--- config.mk ---
export PLATFORM = sky130hd
export DESIGN_NAME = tcw_ram
export DESIGN_NICKNAME = d
export VERILOG_FILES = /design/src/rtl/tcw_ram.sv
export SDC_FILE = /design/constraint.sdc
export NUM_CORES = 2
export LEC_CHECK = 0
export ABC_CLOCK_PERIOD_IN_PS = 3200
export BUFFER_PORTS_ARGS = -buffer_cell sky130_fd_sc_hd__buf_2
export CAP_MARGIN = 25
export CORE_ASPECT_RATIO = 1.25
export CORE_MARGIN = 8
export CORE_UTILIZATION = 25
export DETAILED_ROUTE_END_ITERATION = 7
export GPL_ROUTABILITY_DRIVEN = 1
export PLACE_DENSITY = 0.45
export SKIP_LAST_GASP = 1
export SYNTH_ARGS = -nofsm -noshare
export SYNTH_HDL_FRONTEND = slang
export SYNTH_SLANG_ARGS = --single-unit
--- constraint.sdc ---
create_clock -name i_clk -period 3.2 [get_ports i_clk]
set_input_delay 0.16 -clock i_clk [delete_from_list [all_inputs] [get_ports i_clk]]
set_output_delay 0.16 -clock i_clk [all_outputs]
set_load 0.01 [all_outputs]
--- src/rtl/tcw_ram.sv ---
// generic single write port, single read port ram with registered read
module tcw_ram #(
    parameter int WIDTH = 8,
    parameter int DEPTH = 256
) (
    input  logic                     i_clk,
    input  logic                     i_wr_en,
    input  logic [$clog2(DEPTH)-1:0] i_wr_addr,
    input  logic [WIDTH-1:0]         i_wr_data,
    input  logic                     i_rd_en,
    input  logic [$clog2(DEPTH)-1:0] i_rd_addr,
    output logic [WIDTH-1:0]         o_rd_data
);

    logic [WIDTH-1:0] r_mem [DEPTH];
    logic [WIDTH-1:0] r_rd_data;

    always_ff @(posedge i_clk) begin
        if (i_wr_en) begin
            r_mem[i_wr_addr] <= i_wr_data;
        end
        if (i_rd_en) begin
            r_rd_data <= r_mem[i_rd_addr];
        end
    end

    assign o_rd_data = r_rd_data;

endmodule
**Yosys cells after proc, flatten, opt, wreduce, memory -nomap -nowiden**

Memory sizes are Yosys's and may differ from the RTL's. A register that Yosys moved wholly into a read port is not among the register bits.
Cells that the tools add are included.
Widths: inputs -> output; s select.

- Flip-flop bits (word level): 0
- Memory bits (writable): 2,048
- Output and inout bits: 8
- Memories kept: 1

- Mux-type cells: 2

Memory list:

| name | words | bits a word | read ports | clocked after memory_dff | wr ports | RTL line | text |
|---|---|---|---|---|---|---|---|
| r_mem | 256 | 8 | 1 | 1 | 1 | 15 | `logic [WIDTH-1:0] r_mem [DEPTH];` |

Operators with widths:

| cell | number |
|---|---|
| $mux 1 | 2 |

**Depth between registers and ports, before layout**

- Depth in word-level cells: 2
- Gate-level depth with buffers: 11

**Least setup slack after synthesis**

OpenSTA, ideal clock, no wires.

- Path kind: in2reg
- Start: input i_rd_addr[0]
- End: register r_rd_data[2], in the netlist o_rd_data[2] (read register of r_mem) (data pin)
- Setup time: 0.269 ns
- Arrival: 1.967 ns
- Data required time: 2.931 ns
- Setup slack: 0.964 ns
- Cell stages on the path: 9
- Cells stage by stage: buf_6 -> buf_12 -> buf_8 -> buf_2 -> mux4_2 -> a22oi_1 -> a21oi_1 -> nor4_1 -> nor4_2

RTL lines:

| item | RTL line | text |
|---|---|---|
| start: declaration | 11 | `input logic [$clog2(DEPTH)-1:0] i_rd_addr,` |
| end: declaration | 16 | `logic [WIDTH-1:0] r_rd_data;` |

==> flow_summary.yaml <==
worst_setup_path:
  timing_worst_setup_path_type: "reg -> reg"
  r2r_cells: 6
  critPathLaunchType: "flop"
  path_cells: "mux4_2, mux4_2, nor2_1, a2111oi_1, nor3_1, nor4_1"
  ff2ff_setup_slack_ns: 0.20
  cpMaxStageDelayCell: "nor3_1"
  required_ns: 3.76
  worst_path_most_repeated_cell: "mux4_2"
  path_max_fanout: 1
  crit_arrival_ns: 3.56
  critPathCaptureType: "flop"
  critPathMaxStageDelay_ns: 0.68
timing:
  slew_headroom_pct: 34.8
  fin_tns_setup_ns: 0
  slew_viol_final: 0
  hold_ws_ns: 0.0787
  rsz0062_at_grt: "false"
  timing_worst_slew_pin_value_ns: 0.978
  fmaxAchievable_mhz: 333
  finalHoldViolCount: 0
  setup_viol: 0
  period_minus_slack_ns: 3.00
  period_share_pct: 93.7
  final.setup_skew_ns: 0.0512
  worst_slack_ns: 0.201
global_route:
  grt_usage_pct: 13.4
  grt_pass1_vias: 41300
  antenna_found_initial: 19
  grt.overflow.total: 0
  grt_start_max_net_pins: 110
  grt_pass1_wl_um: 327000
yosys:
  postSynthCellCount: 3733
  synth_top_flop_cell: "edfxtp_1"
  synth-edff-count: 2056
  synth_top_area_cell: "edfxtp_1"
  synthDominantCellAreaShare_pct: 77.5
  ys_seq_elements: 2056
  synth.area.top_cells: "edfxtp_1 78%, mux4_2 13%, mux2i_1 1.7%"
  yosysSeqAreaShare_pct: 77.5
  ys_async_sr_fraction_pct: 0
  synth_warnings: 0
  syn-num-nets: 3760
  synthesis.area_um2: 79600
  syn_avg_cell_area_um2: 21.3
  yosysUniqueCellTypes: 54
power:
  power_frac_clock_pct: 41.5
  p_switching_mw: 12.1
  power_density_nw_per_um2: 591
  peakVddDrop_uv: 442
  power_leakage_nw: 29.4
  swShare_pct: 21.6
  total_power_mw: 56.0
  p_int_mw: 43.9
  combinationalPowerShare_pct: 5.4
  power_frac_seq_pct: 53.1
floorplan:
  ioPinCount: 35
  die_area_um2: 337000
  core_region_area_um2: 317000
  fp.dieH_um: 647
  placementRows: 231
  initial_core_util_pct: 25.1
  die_x_um: 521
route:
  first_pass_iters: 5
  drt_wl_total_um: 233000
  drcViolationCount: 0
  dr_total_vias: 39400
  wl_per_cell_um: 27.1
  vias_per_cell: 4.59
  drt_first_iter_violations: 3185
  postRouteAntennaNets: 0
place:
  placed_cell_area_um2: 88400
  detailed_place_hpwl_um: 151000
  portBuffers: 34
  dpl_worst_slack_ns: -0.514
  place_congestion: 0.774
run_status:
  status: "finished clean"
layout:
  drive_gt1_share_pct: 29.3
  nets: 4285
  stdcell_area_um2: 94700
  area_delta_synth_final_pct: 18.9
clock_network:
  clock-root-buffer: "clkbuf_16"
  cts_made_buffers: 200
  clkSinkCount: 2056
  post_cts_buffers: 0
  htreeDepth: 4
  cts_tree: "built"
  clkLatencyLatePin_ns: 0.85
  clk_path_buf_depth: 4
  clk_pin_slew_ns: 0.06
flow_run:
  cap_viol_max_count: 0
worst_hold_path:
  hold_depth: 3
  hold_path_class: "in -> reg"
==> placed cells by master (no fill, tap or decap), drive strengths merged, types with 2 or more instances in the layout <==
cell | netlist | routed
a2111oi | 5 | 5
a211oi | 16 | 16
a21oi | 96 | 96
a221oi | 14 | 14
a22o | 8 | 8
a22oi | 133 | 133
a311oi | 2 | 2
a31oi | 2 | 2
and2 | 6 | 6
and3b | 2 | 2
buf | 122 | 544
bufinv | 0 | 20
clkbuf | 111 | 233
clkinv | 1 | 79
clkinvlp | 0 | 4
diode | 0 | 5
dlygate4sd3 | 0 | 12
edfxtp | 2056 | 2056
inv | 1 | 6
mux2i | 134 | 134
mux4 | 456 | 456
nand2 | 33 | 33
nand2b | 8 | 8
nand3 | 34 | 34
nand3b | 2 | 2
nand4 | 10 | 10
nor2 | 282 | 282
nor2b | 31 | 31
nor3 | 22 | 22
nor4 | 27 | 27
o211ai | 10 | 10
o21ai | 12 | 12
o221ai | 47 | 47
o22a | 5 | 5
o22ai | 28 | 28
o32ai | 5 | 5
or2 | 4 | 4
==> power by group through the flow <==
stage | logic (mW) | clock network, mW | registers [mW]
CTS | 3.13 | 23.9 | 29.7
detailed placement | 3.11 | 0 | 30.3
floorplan | 1.44 | 0 | 30.3
global route | 3.22 | 24.7 | 29.7
finish | 3.04 | 23.2 | 29.7
global placement | 3.09 | 0 | 30.3
==> logic make-up (layout without fill, tap and decap cells) <==
logic type,after synthesis,after routing,synth area share (%)
AOI/OAI and AO/OA,385,385,3.42
buffers and inverters,235,898,1.83
and+or+nand+nor,466,466,2.63
muxes,591,591,14.6
DFF,2056,2056,77.5
other,0,5,0
==> flip-flops by register name, indices dropped and copies added (netlist names) <==
register,flops
r_mem,2048
o_rd_data,8
==> synthesized netlist by cell type (3+ instances only) <==
library cell     n
edfxtp_1      2056
mux4_2         454
nor2_1         282
mux2i_1        134
a22oi_1        133
clkbuf_1       111
a21oi_1         96
o221ai_1        46
nand3_1         34
nand2_1         33
buf_2           31
nor2b_1         31
o22ai_1         28
buf_4           27
nor4_1          24
buf_1           22
nor3_1          22
buf_6           21
a211oi_1        16
a221oi_1        13
buf_8           13
nand4_1         10
o211ai_1        10
o21ai_0         10
a22o_1           8
buf_12           8
nand2b_1         8
and2_1           6
o22a_1           5
o32ai_1          4
or2_2            4
nor4_2           3
==> path summary, 6_finish.rpt <==
kind | from | to
worst max register to register | r_mem[140][1]$_DFFE_PP_ | o_rd_data[1]$_DFFE_PP_
worst min-delay path | i_wr_addr[0] | r_mem[155][5]$_DFFE_PP_
worst min register to register | r_mem[40][3]$_DFFE_PP_ | o_rd_data[3]$_DFFE_PP_
worst max-delay path | r_mem[140][1]$_DFFE_PP_ | o_rd_data[1]$_DFFE_PP_
==> through the flow <==
step / instances / util, %
after floorplan: 3733 / -
after global placement: 8238 / 27.9
after detailed placement: 8238 / 27.9
after CTS: 8590 / 29.9
after global routing: 8593 / 29.9
final: 8595 / 29.9
==> area by class of cell <==
class / count / area [µm²]
diodes: 5 / 12.5
clock buffers: 233 / 5170
clock inverters: 107 / 1020
fillers: 31000 / 222000
inverters: 2 / 7.51
multi-input cells: 1442 / 16500
flip-flops and latches: 2056 / 61700
well taps: 4194 / 5250
repair buffers: 556 / 4960
==> routing by layer <==
metal | vias to the layer above | part of all wire (%) | GRT usage (%)
met4 | 0 | 2.3 | 3.33
li1 | 16700 | - | -
met1 | 21500 | 40 | 16.4
met5 | - | 0 | 0
met3 | 300 | 3.9 | 1.60
met2 | 884 | 54 | 25.1
==> worst max-delay path: cells and delay by family, from the launching register on <==
| kind | cells | cell delay [ns] |
|---|---|---|
| AND/OR/NAND/NOR | 3 | 1.16 |
| multiplexers | 2 | 1.04 |
| flip-flops | 1 | 0.36 |
| AO/OA/AOI/OAI | 1 | 0.16 |
==> what timing repair did <==
action                                 CTS  global route
hold buffers                            12             0
gates resized for setup                  1             0
setup endpoints to repair                1             0
endpoints found under the hold margin  623             0
Note: power is estimated with default switching activity, not from simulation.
